$ cat config.mk
export PLATFORM = sky130hd
export DESIGN_NAME = linear_interpolation_sequence
export DESIGN_NICKNAME = d
export VERILOG_FILES = /design/src/lis_pkg.sv /design/src/linear_interpolation_sequence.sv /design/src/lis_div_lane.sv
export SDC_FILE = /design/constraint.sdc
export NUM_CORES = 1
export LEC_CHECK = 0
export BUFFER_PORTS_ARGS = -buffer_cell sky130_fd_sc_hd__buf_2
export CAP_MARGIN = 20
export CORE_UTILIZATION = 35
export CTS_BUF_LIST = sky130_fd_sc_hd__clkbuf_2
export CTS_CLUSTER_DIAMETER = 100
export DETAILED_ROUTE_END_ITERATION = 8
export GPL_ROUTABILITY_DRIVEN = 1
export PLACE_DENSITY = 0.62
export SYNTH_ARGS = -nofsm -noshare
export SYNTH_HDL_FRONTEND = slang
export SYNTH_HIERARCHICAL = 1
export SYNTH_SLANG_ARGS = --single-unit
$ cat constraint.sdc
create_clock -name aclk -period 10.7 [get_ports aclk]
set_input_delay 1.07 -clock aclk [delete_from_list [all_inputs] [get_ports aclk]]
set_output_delay 1.07 -clock aclk [all_outputs]
set_load 0.05 [all_outputs]
$ cat src/lis_pkg.sv
// Shared constants and types for the linear interpolation sequence generator.
`default_nettype none
package lis_pkg;

    localparam int DATA_W     = 32;             // one Q16.16 component
    localparam int NUM_COMP   = 3;
    localparam int FUNC_W     = 2;
    localparam int CNT_W      = 7;
    localparam int POS_W      = 6;
    localparam int CNT_MAX    = (1 << CNT_W) - 1;

    localparam int MAX_VALUES_DEF = 64;

    // divider: quotient bits retired per cycle, padded dividend width
    localparam int DIGIT_W    = 4;
    localparam int QUO_W      = ((DATA_W + 1 + DIGIT_W - 1) / DIGIT_W) * DIGIT_W;
    localparam int DIV_STEPS  = QUO_W / DIGIT_W;
    localparam int DIV_CNT_W  = $clog2(DIV_STEPS);

    localparam int IN_TDATA_W  = ((2 * NUM_COMP * DATA_W + CNT_W + 7) / 8) * 8;
    localparam int OUT_TDATA_W = ((NUM_COMP * DATA_W + POS_W + 7) / 8) * 8;

    // function codes
    localparam logic [FUNC_W-1:0] FUNC_X    = 2'd0;
    localparam logic [FUNC_W-1:0] FUNC_XY   = 2'd1;
    localparam logic [FUNC_W-1:0] FUNC_XYZ  = 2'd2;
    localparam logic [FUNC_W-1:0] FUNC_RSVD = 2'd3;

    typedef struct packed {
        logic load;     // take a new magnitude, clear remainder
        logic shift;    // retire one digit of quotient
    } div_ctl_t;

endpackage
`default_nettype wire

$ cat src/linear_interpolation_sequence.sv
// Top level: evenly spaced Q16.16 points between two 1..3 component end points.
// Sequence: for count >= 2, the magnitude state, then DIV_STEPS (9) divider steps
//   at 4 quotient bits each; m_tvalid rises once the run state starts issuing.
// Throughput: a new item is taken only in ST_IDLE, once the whole run has been issued;
//   the output run gives one point per cycle while m_tready holds high, else it stalls.
//   Error and count-one items skip the magnitude and divider states: one result each.
// Reset: aresetn, synchronous, active low; clears the sequencer and m_tvalid.
`default_nettype none
module linear_interpolation_sequence #(
    parameter int MAX_VALUES = lis_pkg::MAX_VALUES_DEF
) (
    input  wire logic                               aclk,
    input  wire logic                               aresetn,
    // input items
    input  wire logic                               s_tvalid,
    output logic                                    s_tready,
    // from_x, from_y, from_z, to_x, to_y, to_z, count, zero fill
    input  wire logic [lis_pkg::IN_TDATA_W-1:0]     s_tdata,
    // func
    input  wire logic [lis_pkg::FUNC_W-1:0]         s_tuser,
    // result items
    output logic                                    m_tvalid,
    input  wire logic                               m_tready,
    // val_x, val_y, val_z, position, zero fill
    output logic      [lis_pkg::OUT_TDATA_W-1:0]    m_tdata,
    // error
    output logic                                    m_tuser,
    output logic                                    m_tlast
);
    import lis_pkg::*;

    // count saturates at MAX_VALUES; the count field caps it at 127 anyway
    localparam int N_CAP = (MAX_VALUES > CNT_MAX) ? CNT_MAX : MAX_VALUES;
    localparam logic [CNT_W-1:0] MAX_N = CNT_W'(N_CAP);

    typedef enum logic [1:0] {ST_IDLE, ST_MAG, ST_DIV, ST_RUN} state_t;

    state_t                 state_reg;
    logic [DIV_CNT_W-1:0]   div_cnt_reg;
    logic [CNT_W-1:0]       nm1_reg;        // n - 1: divisor and index of last point
    logic [CNT_W-1:0]       idx_reg;
    logic                   step_on_reg;    // off for error and single-point items
    logic                   err_reg;
    logic [DATA_W:0]        diff_reg [NUM_COMP];
    logic                   neg_reg  [NUM_COMP];
    logic [DATA_W-1:0]      acc_reg  [NUM_COMP];

    logic                   m_tvalid_reg;
    logic [DATA_W-1:0]      mval_reg [NUM_COMP];
    logic [POS_W-1:0]       mpos_reg;
    logic                   mlast_reg;
    logic                   merr_reg;

    // input decode
    logic [FUNC_W-1:0]      in_func;
    logic [CNT_W-1:0]       in_cnt;
    logic [CNT_W-1:0]       in_n;
    logic                   in_err;
    logic                   use_comp [NUM_COMP];
    logic [DATA_W-1:0]      from_m   [NUM_COMP];
    logic [DATA_W-1:0]      to_m     [NUM_COMP];
    logic [DATA_W:0]        diff_in  [NUM_COMP];

    // divider lanes
    div_ctl_t               div_ctl;
    logic [DATA_W:0]        mag      [NUM_COMP];
    logic [DATA_W-1:0]      quot     [NUM_COMP];

    logic                   accept;
    logic                   out_free;
    logic                   at_last;

    always_comb begin
        in_func = s_tuser;
        in_cnt  = s_tdata[2*NUM_COMP*DATA_W +: CNT_W];
        in_n    = (in_cnt > MAX_N) ? MAX_N : in_cnt;
        in_err  = (in_func == FUNC_RSVD) || (in_cnt == '0) ||
                  ((in_func == FUNC_XYZ) && (in_cnt == CNT_W'(1)));
        use_comp[0] = 1'b1;
        use_comp[1] = (in_func == FUNC_XY) || (in_func == FUNC_XYZ);
        use_comp[2] = (in_func == FUNC_XYZ);
        for (int c = 0; c < NUM_COMP; c++) begin
            from_m[c]  = use_comp[c] ? s_tdata[c*DATA_W +: DATA_W] : '0;
            to_m[c]    = use_comp[c] ? s_tdata[(NUM_COMP+c)*DATA_W +: DATA_W] : '0;
            diff_in[c] = {to_m[c][DATA_W-1], to_m[c]} - {from_m[c][DATA_W-1], from_m[c]};
        end
    end

    assign s_tready = (state_reg == ST_IDLE);
    assign accept   = s_tvalid && s_tready;
    assign out_free = !m_tvalid_reg || m_tready;
    assign at_last  = (idx_reg == nm1_reg);

    // magnitudes go to the lanes; sign is applied when stepping
    always_comb begin
        div_ctl.load  = (state_reg == ST_MAG);
        div_ctl.shift = (state_reg == ST_DIV);
        for (int c = 0; c < NUM_COMP; c++) begin
            mag[c] = diff_reg[c][DATA_W] ? (DATA_W+1)'(-diff_reg[c]) : diff_reg[c];
        end
    end

    for (genvar g = 0; g < NUM_COMP; g++) begin : g_lane
        lis_div_lane u_lane (
            .aclk    (aclk),
            .ctl     (div_ctl),
            .mag     (mag[g]),
            .divisor (nm1_reg),
            .quot    (quot[g])
        );
    end

    always_ff @(posedge aclk) begin
        if (!aresetn) begin
            state_reg    <= ST_IDLE;
            div_cnt_reg  <= '0;
            idx_reg      <= '0;
            m_tvalid_reg <= 1'b0;
        end else begin
            // output register: refilled from the run, else emptied when taken
            if ((state_reg == ST_RUN) && out_free) begin
                m_tvalid_reg <= 1'b1;
            end else if (m_tready) begin
                m_tvalid_reg <= 1'b0;
            end
            case (state_reg)
                ST_IDLE: begin
                    if (accept) begin
                        idx_reg <= '0;
                        err_reg <= in_err;
                        for (int c = 0; c < NUM_COMP; c++) begin
                            diff_reg[c] <= diff_in[c];
                        end
                        if (in_err) begin
                            nm1_reg     <= '0;
                            step_on_reg <= 1'b0;
                            for (int c = 0; c < NUM_COMP; c++) begin
                                acc_reg[c] <= '0;
                            end
                            state_reg <= ST_RUN;
                        end else if (in_n == CNT_W'(1)) begin
                            // single point is the end point
                            nm1_reg     <= '0;
                            step_on_reg <= 1'b0;
                            for (int c = 0; c < NUM_COMP; c++) begin
                                acc_reg[c] <= to_m[c];
                            end
                            state_reg <= ST_RUN;
                        end else begin
                            nm1_reg     <= in_n - CNT_W'(1);
                            step_on_reg <= 1'b1;
                            for (int c = 0; c < NUM_COMP; c++) begin
                                acc_reg[c] <= from_m[c];
                            end
                            state_reg <= ST_MAG;
                        end
                    end
                end
                ST_MAG: begin
                    for (int c = 0; c < NUM_COMP; c++) begin
                        neg_reg[c] <= diff_reg[c][DATA_W];
                    end
                    div_cnt_reg <= '0;
                    state_reg   <= ST_DIV;
                end
                ST_DIV: begin
                    div_cnt_reg <= div_cnt_reg + DIV_CNT_W'(1);
                    if (div_cnt_reg == DIV_CNT_W'(DIV_STEPS - 1)) begin
                        state_reg <= ST_RUN;
                    end
                end
                ST_RUN: begin
                    if (out_free) begin
                        for (int c = 0; c < NUM_COMP; c++) begin
                            mval_reg[c] <= acc_reg[c];
                            if (step_on_reg) begin
                                acc_reg[c] <= neg_reg[c] ? acc_reg[c] - quot[c]
                                                         : acc_reg[c] + quot[c];
                            end
                        end
                        mpos_reg  <= idx_reg[POS_W-1:0];
                        mlast_reg <= at_last;
                        merr_reg  <= err_reg;
                        idx_reg   <= idx_reg + CNT_W'(1);
                        if (at_last) begin
                            state_reg <= ST_IDLE;
                        end
                    end
                end
                default: begin
                    state_reg <= ST_IDLE;
                end
            endcase
        end
    end

    assign m_tvalid = m_tvalid_reg;
    assign m_tdata  = {(OUT_TDATA_W - NUM_COMP*DATA_W - POS_W)'(0), mpos_reg,
                       mval_reg[2], mval_reg[1], mval_reg[0]};
    assign m_tuser  = merr_reg;
    assign m_tlast  = mlast_reg;

    // an error item is one zero result that closes the run
    a_err_shape: assert property (@(posedge aclk) disable iff (!aresetn)
        (m_tvalid && m_tuser) |-> (m_tlast && (m_tdata == '0)))
        else $error("error result not a single zero item");

    // a new item is only taken once the run is fully issued
    a_no_accept_mid_run: assert property (@(posedge aclk) disable iff (!aresetn)
        (m_tvalid && !m_tlast) |-> !s_tready)
        else $error("input accepted while a run is still open");

    // index never passes the last point of the run
    a_idx_bound: assert property (@(posedge aclk) disable iff (!aresetn)
        (state_reg == ST_RUN) |-> (idx_reg <= nm1_reg))
        else $error("run index beyond last point");

    // an accepted item holds off the input in the cycle after acceptance
    a_accept_busy: assert property (@(posedge aclk) disable iff (!aresetn)
        accept |=> !s_tready)
        else $error("input ready straight after acceptance");

    // divider runs only for multi-point items
    a_div_step_on: assert property (@(posedge aclk) disable iff (!aresetn)
        (state_reg == ST_DIV) |-> (step_on_reg && !err_reg))
        else $error("divider running for an error or single-point item");

endmodule
`default_nettype wire

$ cat src/lis_div_lane.sv
// Digit-serial restoring divider lane: magnitude by a small divisor.
`default_nettype none
module lis_div_lane (
    input  wire logic                         aclk,
    input  wire lis_pkg::div_ctl_t            ctl,
    input  wire logic [lis_pkg::DATA_W:0]     mag,
    input  wire logic [lis_pkg::CNT_W-1:0]    divisor,
    output logic      [lis_pkg::DATA_W-1:0]   quot
);
    import lis_pkg::*;

    logic [QUO_W-1:0] sh_reg, sh_next;   // dividend in, quotient out
    logic [CNT_W-1:0] rem_reg, rem_next;

    always_comb begin
        logic [CNT_W:0] part;
        part     = '0;
        sh_next  = sh_reg;
        rem_next = rem_reg;
        if (ctl.load) begin
            sh_next  = QUO_W'(mag);
            rem_next = '0;
        end else if (ctl.shift) begin
            for (int k = 0; k < DIGIT_W; k++) begin
                part    = {rem_next, sh_next[QUO_W-1]};
                sh_next = {sh_next[QUO_W-2:0], 1'b0};
                if (part >= {1'b0, divisor}) begin
                    part       = part - {1'b0, divisor};
                    sh_next[0] = 1'b1;
                end
                rem_next = part[CNT_W-1:0];
            end
        end
    end

    always_ff @(posedge aclk) begin
        sh_reg  <= sh_next;
        rem_reg <= rem_next;
    end

    // quotient never exceeds 2^32; the low word is enough for mod-2^32 stepping
    assign quot = sh_reg[DATA_W-1:0];

endmodule
`default_nettype wire
## Word level (Yosys, flattened, before mapping)

Memory sizes are Yosys's and may differ from the RTL's.
Cells that the tools add are included.

| cells by class | value |
|---|---|
| eq/ne operators | 14 |
| reductions and logical operators | 18 |
| bitwise operators | 9 |
| multiplexer cells | 114 |
| div/mod/pow operators | 0 |
| add/sub/neg operators | 27 |
| shifts and indexed selects | 0 |
| multipliers | 0 |
| magnitude comparators | 13 |

Operators by type and width:

| kind | count |
|---|---|
| $mux 32 | 16 |
| $mux 33 | 9 |
| $mux 7 | 33 |
| $neg 33->33 | 3 |
| $sub 32x32->33 | 3 |
| $add 32x32->32 | 3 |
| $ge 8x7->1 | 12 |
| $sub 32x32->32 | 3 |
| $sub 7x7->7 | 12 |
| $mux 1 | 47 |
| $eq 7x1->1 const B | 2 |
| $pmux 7 s2 | 1 |
| $mux 2 | 6 |
| $or 1x1->1 | 9 |
| $reduce_and 3->1 | 3 |
| $eq 2x2->1 const B | 4 |
| $pmux 2 s4 | 1 |
| $pmux 4 s2 | 1 |
| $add 7x1->7 const B | 1 |
| $eq 7x7->1 | 1 |
| $gt 7x7->1 const B | 1 |
| $logic_not 7->1 | 1 |
| $sub 7x1->7 const B | 1 |
| $reduce_bool 2->1 | 3 |
| other kinds (11) | 19 |

| word-level totals | value |
|---|---|
| input bits | 206 |
| bits in writable memories | 294 |
| memory bits (read-only) | 0 |
| memories | 4 |
| flip-flop bits (word level) | 160 |
| logic and storage cells | 218 |
| latch bits | 0 |

Memories:

| name | depth | width | rd ports | clocked after Yosys merged registers in | write ports | RTL line | text |
|---|---|---|---|---|---|---|---|
| diff_reg | 3 | 33 | 3 | 0 | 3 | linear_interpolation_sequence.sv:44 | `logic [DATA_W:0] diff_reg [NUM_COMP];` |
| acc_reg | 3 | 32 | 3 | 0 | 3 | linear_interpolation_sequence.sv:46 | `logic [DATA_W-1:0] acc_reg [NUM_COMP];` |
| mval_reg | 3 | 32 | 3 | 0 | 3 | linear_interpolation_sequence.sv:49 | `logic [DATA_W-1:0] mval_reg [NUM_COMP];` |
| neg_reg | 3 | 1 | 3 | 0 | 3 | linear_interpolation_sequence.sv:45 | `logic neg_reg [NUM_COMP];` |

## Depth between registers and ports, before layout

Gate-level depths: netlist of run 1.

| logic depth | value |
|---|---|
| depth in word-level cells | 16 |
| mapped depth | 37 |
| mapped depth without buffers | 35 |

## Hierarchy

Netlist of run 1, hierarchy kept.

Modules (own cells, without submodules):

| module | area an instance (um^2) | cells an instance | times used | seq. area each (um^2) |
|---|---|---|---|---|
| linear_interpolation_sequence | 26387.8 | 2927 | 1 | 9619.2 |
| lis_div_lane | 3601.0 | 347 | 3 | 1191.1 |

## Worst setup path after synthesis of run 1

Ideal clock, no wire load.

| path | value |
|---|---|
| path kind | register -> register |
| start point | reg nm1_reg[1] |
| end point | reg g_lane[1].u_lane.sh_reg[0] (data pin) |
| stages on the path, launching flop included | 34 |
| path slack | 2.517 ns |
| data arrival time | 7.923 ns |
| period minus slack after synthesis | 8.183 ns |
| cells stage by stage | edfxtp_1 inv_1 fa_1 a211oi_4 nor3_1 or3_1 buf_6 mux2_2 ha_1 nor2b_1 o31a_1 o31a_1 a311oi_2 buf_4 nor2_1 a21oi_1 inv_1 ha_1 nor2b_1 o31a_1 o21ai_1 a21boi_0 or3_1 nor2_1 a21o_1 ha_1 nor2b_1 o21ai_0 a21boi_0 o21a_1 o31ai_1 nor2b_1 nand3_1 mux2_2 |

| on the way | value |
|---|---|
| cells in the longest elaborated chain, start to end | 16 |

RTL lines:

| item | RTL line | text |
|---|---|---|
| start, declared | linear_interpolation_sequence.sv:40 | `logic [CNT_W-1:0] nm1_reg;` |
| start signal, assigned | linear_interpolation_sequence.sv:150 | `nm1_reg <= in_n - CNT_W'(1);` |
| $sub 7x7->7 or $ge 8x7->1 (tied branches) | lis_div_lane.sv:28, lis_div_lane.sv:27 |  |
| $mux 7 | lis_div_lane.sv:27 | `if (part >= {1'b0, divisor}) begin` |
| $mux 7 | lis_div_lane.sv:23 | `end else if (ctl.shift) begin` |
| $mux 7 | lis_div_lane.sv:20 | `if (ctl.load) begin` |
| $sub 7x7->7 or $ge 8x7->1 (tied branches) | lis_div_lane.sv:28, lis_div_lane.sv:27 |  |
| $mux 7 | lis_div_lane.sv:27 |  |
| $mux 7 | lis_div_lane.sv:23 |  |
| $mux 7 | lis_div_lane.sv:20 |  |
| $sub 7x7->7 or $ge 8x7->1 (tied branches) | lis_div_lane.sv:28, lis_div_lane.sv:27 |  |
| $mux 7 | lis_div_lane.sv:27 |  |
| $mux 7 | lis_div_lane.sv:23 |  |
| $mux 7 | lis_div_lane.sv:20 |  |
| $ge 8x7->1 * | lis_div_lane.sv:27 |  |
| $mux 1 * | lis_div_lane.sv:27 |  |
| $mux 33 * | lis_div_lane.sv:23 |  |
| $mux 33 * | lis_div_lane.sv:20 |  |
| via g_lane[1].u_lane.sh_next[0] | lis_div_lane.sv:12 | `logic [QUO_W-1:0] sh_reg, sh_next;` |
| end signal, assigned | lis_div_lane.sv:37 | `sh_reg <= sh_next;` |
| end, declared | lis_div_lane.sv:12 |  |

The timed path passes the listed nets; every way through them passes the cells marked *. The select of a mux whose other input is x is not followed.
A chain may end at the register's enable or synchronous reset.

## Worst setup path in the final report of run 1

| path | value |
|---|---|
| start point | reg nm1_reg[1] |
| end point | reg g_lane[2].u_lane.sh_reg[0] (data pin) |

| on the way | value |
|---|---|
| cells in the longest elaborated chain, start to end | 16 |

RTL lines:

| item | RTL line |
|---|---|
| $sub 7x7->7 or $ge 8x7->1 (tied branches) | lis_div_lane.sv:28, lis_div_lane.sv:27 |
| $mux 7 | lis_div_lane.sv:27 |
| $mux 7 | lis_div_lane.sv:23 |
| $mux 7 | lis_div_lane.sv:20 |
| $sub 7x7->7 or $ge 8x7->1 (tied branches) | lis_div_lane.sv:28, lis_div_lane.sv:27 |
| $mux 7 | lis_div_lane.sv:27 |
| $mux 7 | lis_div_lane.sv:23 |
| $mux 7 | lis_div_lane.sv:20 |
| $sub 7x7->7 or $ge 8x7->1 (tied branches) | lis_div_lane.sv:28, lis_div_lane.sv:27 |
| $mux 7 | lis_div_lane.sv:27 |
| $mux 7 | lis_div_lane.sv:23 |
| $mux 7 | lis_div_lane.sv:20 |
| $ge 8x7->1 * | lis_div_lane.sv:27 |
| $mux 1 * | lis_div_lane.sv:27 |
| $mux 33 * | lis_div_lane.sv:23 |
| $mux 33 * | lis_div_lane.sv:20 |
| via g_lane[2].u_lane.sh_next[0] | lis_div_lane.sv:12 |
| end signal, assigned | lis_div_lane.sv:37 |
| end, declared | lis_div_lane.sv:12 |

Marks and branches as above.

==> results of run 1 <==
==> synth_stat cells (109+ instances only) <==
cell	n
a21oi_1	282
a21o_1	109
xnor2_1	288
nor2_1	241
inv_1	205
nand3_1	118
edfxtp_1	410
ha_1	290
o21ai_0	272
mux2_2	125
nand2_1	306
==> power by group through the flow <==
stage	sequential, mW	clock [mW]	combinational (mW)
after floorplan	2.87	0	6.84
after global placement	3.09	0	8.32
after detailed placement	3.09	0	8.37
after CTS	3.05	1.48	8.44
after global routing	3.11	1.56	9.36
final	3.06	1.43	8.53
==> cell families after synthesis <==
| family | count (synthesis) | synth area share, % |
|---|---|---|
| buf+inv | 436 | 5.49 |
| other cells | 1 | 0.0101 |
| xor+xnor | 384 | 9.04 |
| flops | 454 | 35.5 |
| fa+ha+maj | 308 | 10.7 |
| mux | 172 | 5.13 |
| compound gates | 1077 | 18.9 |
| simple gates | 1136 | 15.2 |
==> worst reg2reg max path: cells and delay by family, from the launching register on <==
kind	cells	cell delay [ns]
AO/OA/AOI/OAI	13	3.38
AND/OR/NAND/NOR	10	2.38
adder cells (fa/ha/maj)	4	1.48
flip-flops	1	0.93
buffers and inverters	3	0.71
multiplexers	2	0.66
==> metal layers <==
layer / up-vias / share of wire [%] / GRT usage, %
met1: 14771 / 45 / 28.0
met4: 12 / 2.8 / 7.39
met5: - / 0.055 / 0
met2: 1083 / 44 / 32.5
li1: 15149 / - / -
met3: 202 / 7.6 / 4.57
==> final cells by class <==
cell class | instances | area share [%]
Clock buffer | 193 | 2.36
Antenna cell | 5 | 0.0305
Sequential cell | 454 | 32.2
Multi-Input combinational cell | 3079 | 53.7
Tap cell | 1391 | 4.24
Timing Repair Buffer | 365 | 4.91
Clock inverter | 54 | 0.741
Inverter | 205 | 1.88
==> final timing paths <==
kind	from	endpoint	slack, ns	cells past startpoint
worst max-delay path	nm1_reg[1]$_SDFFCE_PP0P_	g_lane[2].u_lane/sh_reg[0]$_DFFE_PP_	0.86	32
worst min-delay path	s_tdata[112]	acc_reg[0][16]$_DFFE_PP_	0.16	3
worst max register to register	nm1_reg[1]$_SDFFCE_PP0P_	g_lane[2].u_lane/sh_reg[0]$_DFFE_PP_	0.86	32
worst min register to register	acc_reg[0][46]$_DFFE_PP_	mval_reg[0][46]$_DFFE_PP_	0.43	0
==> repair_timing <==
action / CTS / global route
hold buffers: 20 / 0
endpoints found under the hold margin: 21 / 0
setup endpoints to repair: 0 / 0
==> results.ini, run 1 <==
[route]
drc = 0
ant_nets = 0
drt_wl_total_um = 114000
wl_per_cell_um = 19.9
via_count = 31217
drtPass1Iterations = 6
drt_iter0_drc = 2298
vias_per_cell = 5.43

[layout]
final_nets = 4758
nFillCells = 10637
drive_gt1_share_pct = 17.0
finalNonFillerCells = 5746
multiInputGateArea_um2 = 22000
seqCellArea_um2 = 13200
largest_reg_flops = 108
area_growth_pct = 10.3
final_util_pct = 39.0
final_common_cell = edfxtp_1
design_area_um2 = 41000
final_cell_mix = edfxtp_1 (410), buf_2 (310), nand2_1 (304)

[sta]
report.final.slew_viol_count = 0
finalHoldViolCount = 0
setup_violations = 0
fin_skew_ns = 0.121
fin_crit_sh_pct = 91.9
worst_slew_pin_slew_ns = 1.12
fmax_ghz = 0.102
setup_tns_ns = 0
final.min_clock_period_ns = 9.84
post-route-worst-setup-slack_ns = 0.861
hold_ws_ns = 0.160
relSlewSlack_pct = 25.1
rsz0062_at_grt = no

[yosys]
ys.flop_type = edfxtp_1
synthTopCellsByArea = edfxtp_1 (33%), ha_1 (9.8%), xnor2_1 (6.8%), a21oi_1 (3.8%), mux2_2 (3.8%)
synth_cell_types = 87
synth_cells = 3968
yosysSeqAreaShare_pct = 35.5
netlist_area_um2 = 37200
avgSynthCellArea_um2 = 9.37
synth_area_leader_cell = edfxtp_1
synth_edf_count = 410
async_reset_ff_share_pct = 0
yosysTopAreaCellShare_pct = 33.1
ys_warn_count = 6
synth_seq_cells = 454

[status]
outcome = complete, no violations

[die]
core_area_um2 = 105000
rows = 119
initial_utilization_pct = 35.3
die_area_um2 = 108000
fp.dieW_um = 328
ioPinCount = 314
die_h_um = 328

[pwr]
p_clk_share_pct = 11.0
p_switching_mw = 6.34
pwr-share-comb_pct = 65.5
ir_worst_vdd_v = 0.000241
p_seq_share_pct = 23.5
power_switching_share_pct = 48.7
pwr_density_cell_nw_per_um2 = 318
intPower_mw = 6.68
leakage_nw = 16.3
power.total_mw = 13.0

[grt]
grt_pass1_vias = 30405
grt.overflow.total = 0
grt_max_degree = 69
antenna_found_initial = 10
grt_use_total_pct = 20.8
grt_first_pass_wirelength_um = 173000

[cts]
cts_buffers = 139
cts_tree = built
clockBufferDepth = 3
clock_sinks = 454
h-tree-depth = 4
clock_latency_ns = 1.45
cts_resized = 0
cts.clk_slew.worst_paths_ns = 0.12
cts_root_buf = clkbuf_2
cts_setup_buffers = 0

[setup_path]
arrival_ns = 10.96
path_delay_family = compound AO/OA/AOI/OAI gates
path_buf_inv = 3
start_kind = register
endpoint_kind = register
cp.required_ns = 11.82
path_class = reg2reg
crit_fanout = 11
slowest_stage = edfxtp_1
worst_path_most_repeated_cell = nor2b_1
slowest_delay_ns = 0.93

[place]
place_congestion = 0.925
io_buffers = 310
dp_hpwl_um = 86500
dpl-instance-area_um2 = 39500
pre_cts_ws_ns = 1.07
place_inst = 5474

[flow_run]
cap_violations = 0

[min_path]
hold_path.class = in2reg

No activity file was read; power rests on OpenSTA's default activity.
==> inputs of run 2 (changes only) <==
- CELL_PAD_IN_SITES_DETAIL_PLACEMENT: not set -> 1
- CELL_PAD_IN_SITES_GLOBAL_PLACEMENT: not set -> 2
- PLACE_DENSITY: 0.62 -> 0.85
==> run 2 against run 1 <==
- first-iteration DRC count is 3.7% lower
- critical endpoint is now g_lane[0].u_lane/sh_reg[0]$_DFFE_PP_
- cell count about the same
- clock skew increased by 0.023 ns
- hold slack improved by 0.0096 ns
- sequential cell count unchanged
- sequential share of layout area about the same
- global-route usage increased by 1.9 points
==> results.ini, run 2 (same netlist as run 1, synthesis figures left out) <==
[status]
outcome = complete, no violations

[route]
via_count = 31425  ; +0.67%
ant_nets = 0  ; unchanged
vias_per_cell = 5.47  ; +0.75%
drt_iter0_drc = 2212  ; -3.7%
drt_wl_total_um = 123000  ; +7.9%
drc = 0  ; unchanged
drtPass1Iterations = 5  ; -1
wl_per_cell_um = 21.5  ; +8.0%

[place]
place_inst = 5470  ; -0.073%
pre_cts_ws_ns = 1.18  ; +0.114 ns
io_buffers = 310  ; unchanged
dp_hpwl_um = 95500  ; +10%
place_congestion = 0.914  ; -1.2%

[setup_path]
path_delay_family = compound AO/OA/AOI/OAI gates
path_class = reg2reg
crit_start = nm1_reg[1]$_SDFFCE_PP0P_
endpoint_kind = register
rrSetupSlack_ns = 1.02  ; +0.15 ns
slowest_stage = edfxtp_1
crit_fanout = 12  ; +1
slowest_delay_ns = 0.81  ; -0.12 ns
start_kind = register
worst_path_most_repeated_cell = nor2b_1
path_buf_inv = 3  ; unchanged
reg2reg_from = nm1_reg[1]$_SDFFCE_PP0P_
arrival_ns = 10.75  ; -0.21 ns
cp.required_ns = 11.76  ; -0.06 ns

[grt]
grt_use_total_pct = 22.7  ; +1.9 points
grt_max_degree = 75  ; +8.7%
grt.overflow.total = 0  ; unchanged
grt_pass1_vias = 32397  ; +6.6%
antenna_found_initial = 19  ; +9
grt_first_pass_wirelength_um = 189000  ; +9.5%

[cts]
cts_tree = built
clockBufferDepth = 3  ; unchanged
clock_latency_ns = 1.41  ; -0.04 ns
h-tree-depth = 4  ; unchanged
cts_buffers = 136  ; -2.2%
cts.clk_slew.worst_paths_ns = 0.11  ; about the same
clock_sinks = 454  ; unchanged
cts_root_buf = clkbuf_2

[sta]
setup_violations = 0  ; unchanged
fin_skew_ns = 0.145  ; +0.0233 ns
setup_tns_ns = 0  ; unchanged
report.final.slew_viol_count = 0  ; unchanged
relSlewSlack_pct = 27.4  ; +2.3 points
worst_slew_pin_slew_ns = 1.09  ; -0.0351 ns
fin_crit_sh_pct = 90.5  ; -1.4 points
post-route-worst-setup-slack_ns = 1.02  ; +0.154 ns
finalHoldViolCount = 0  ; unchanged
rsz0062_at_grt = no
fmax_ghz = 0.103  ; +1.6%
final.min_clock_period_ns = 9.68  ; -0.154 ns

[pwr]
ir_worst_vdd_v = 0.000217  ; -9.9%
pwr_density_cell_nw_per_um2 = 322  ; +1.6%
leakage_nw = 16.3  ; about the same

[min_path]
hold_path.class = in2reg
worstHoldStart = s_tdata[31]

[die]
ioPinCount = 314  ; unchanged
initial_utilization_pct = 35.3  ; unchanged
die_area_um2 = 108000  ; unchanged
core_area_um2 = 105000  ; unchanged
rows = 119  ; unchanged
die_h_um = 328  ; unchanged
fp.dieW_um = 328  ; unchanged

[layout]
final_common_cell = edfxtp_1
largest_reg_flops = 108  ; unchanged
drive_gt1_share_pct = 17.0  ; -0.037 points
area_growth_pct = 10.3  ; about the same
finalNonFillerCells = 5741  ; -0.087%
final_nets = 4744  ; -0.29%
final_cell_mix = edfxtp_1 (410), buf_2 (310), nand2_1 (302)
final_util_pct = 39.0  ; about the same

[flow_run]
cap_violations = 0  ; unchanged

[run 2: cell count changes in the layout (fill, tap and decap cells not counted), moves of 3 or more]
cell	delta
buf_4	-4
bufinv_16	+3
clkbuf_2	-13
clkinv_2	+7
clkinvlp_4	-4
diode_2	+9
dlygate4sd3_1	-9
[run 2: where the power goes]
group	leakage, nW	internal, mW	switching, mW
registers	4.18	2.59	0.468
clock network	0.970	0.597	0.871
logic	11.1	3.56	5.14
[run 2: worst reg2reg max path, delay by kind of cell, from the launching register on]
kind,cells,cell delay (ns)
flops,1,0.81
compound gates,13,3.24
mux,2,0.70
simple gates,10,2.50
fa+ha+maj,4,1.50
buf+inv,3,0.68
[run 2: cell type report]
cell class	instances	area, µm²
Fill cell	12355	64200
Multi-Input combinational cell	3079	22000
Sequential cell	454	13200
Timing Repair Buffer	354	1940
Tap cell	1391	1740
Clock buffer	180	901
Inverter	205	772
Clock inverter	64	424
Antenna cell	14	35.0
[run 2: final timing paths]
path                                                             end  cells after the start
worst max-delay path            g_lane[0].u_lane/sh_reg[0]$_DFFE_PP_                     32
worst min-delay path                        acc_reg[0][31]$_DFFE_PP_                      3
worst max register to register  g_lane[0].u_lane/sh_reg[0]$_DFFE_PP_                     32
worst min register to register             mval_reg[0][58]$_DFFE_PP_                      0
[run 2: metal layers]
metal / vias up / GRT usage [%] / share of wire (%)
met3: 180 / 3.89 / 5.9
met4: 10 / 6.60 / 2.2
met2: 790 / 36.1 / 45
met5: - / 0 / 0.050
met1: 15354 / 31.3 / 47
li1: 15091 / - / -
[run 2: stage by stage]
step | cell area [µm²] | total power [mW] | hold WS, ns
2_1_floorplan | 37200 | 9.71 | 0.400
3_3_place_gp | 39500 | 11.5 | 0.439
3_5_place_dp | 39500 | 11.7 | 0.443
4_1_cts | 40900 | 13.2 | 0.00228
5_1_grt | 41000 | 14.3 | 0.0554
6_report | 41000 | 13.2 | 0.170
[run 2: timing repair]
item,in CTS,in global routing
resized for setup,0,0
buffers inserted,0,0
hold buffers,11,0
endpoints found under the hold margin,14,0
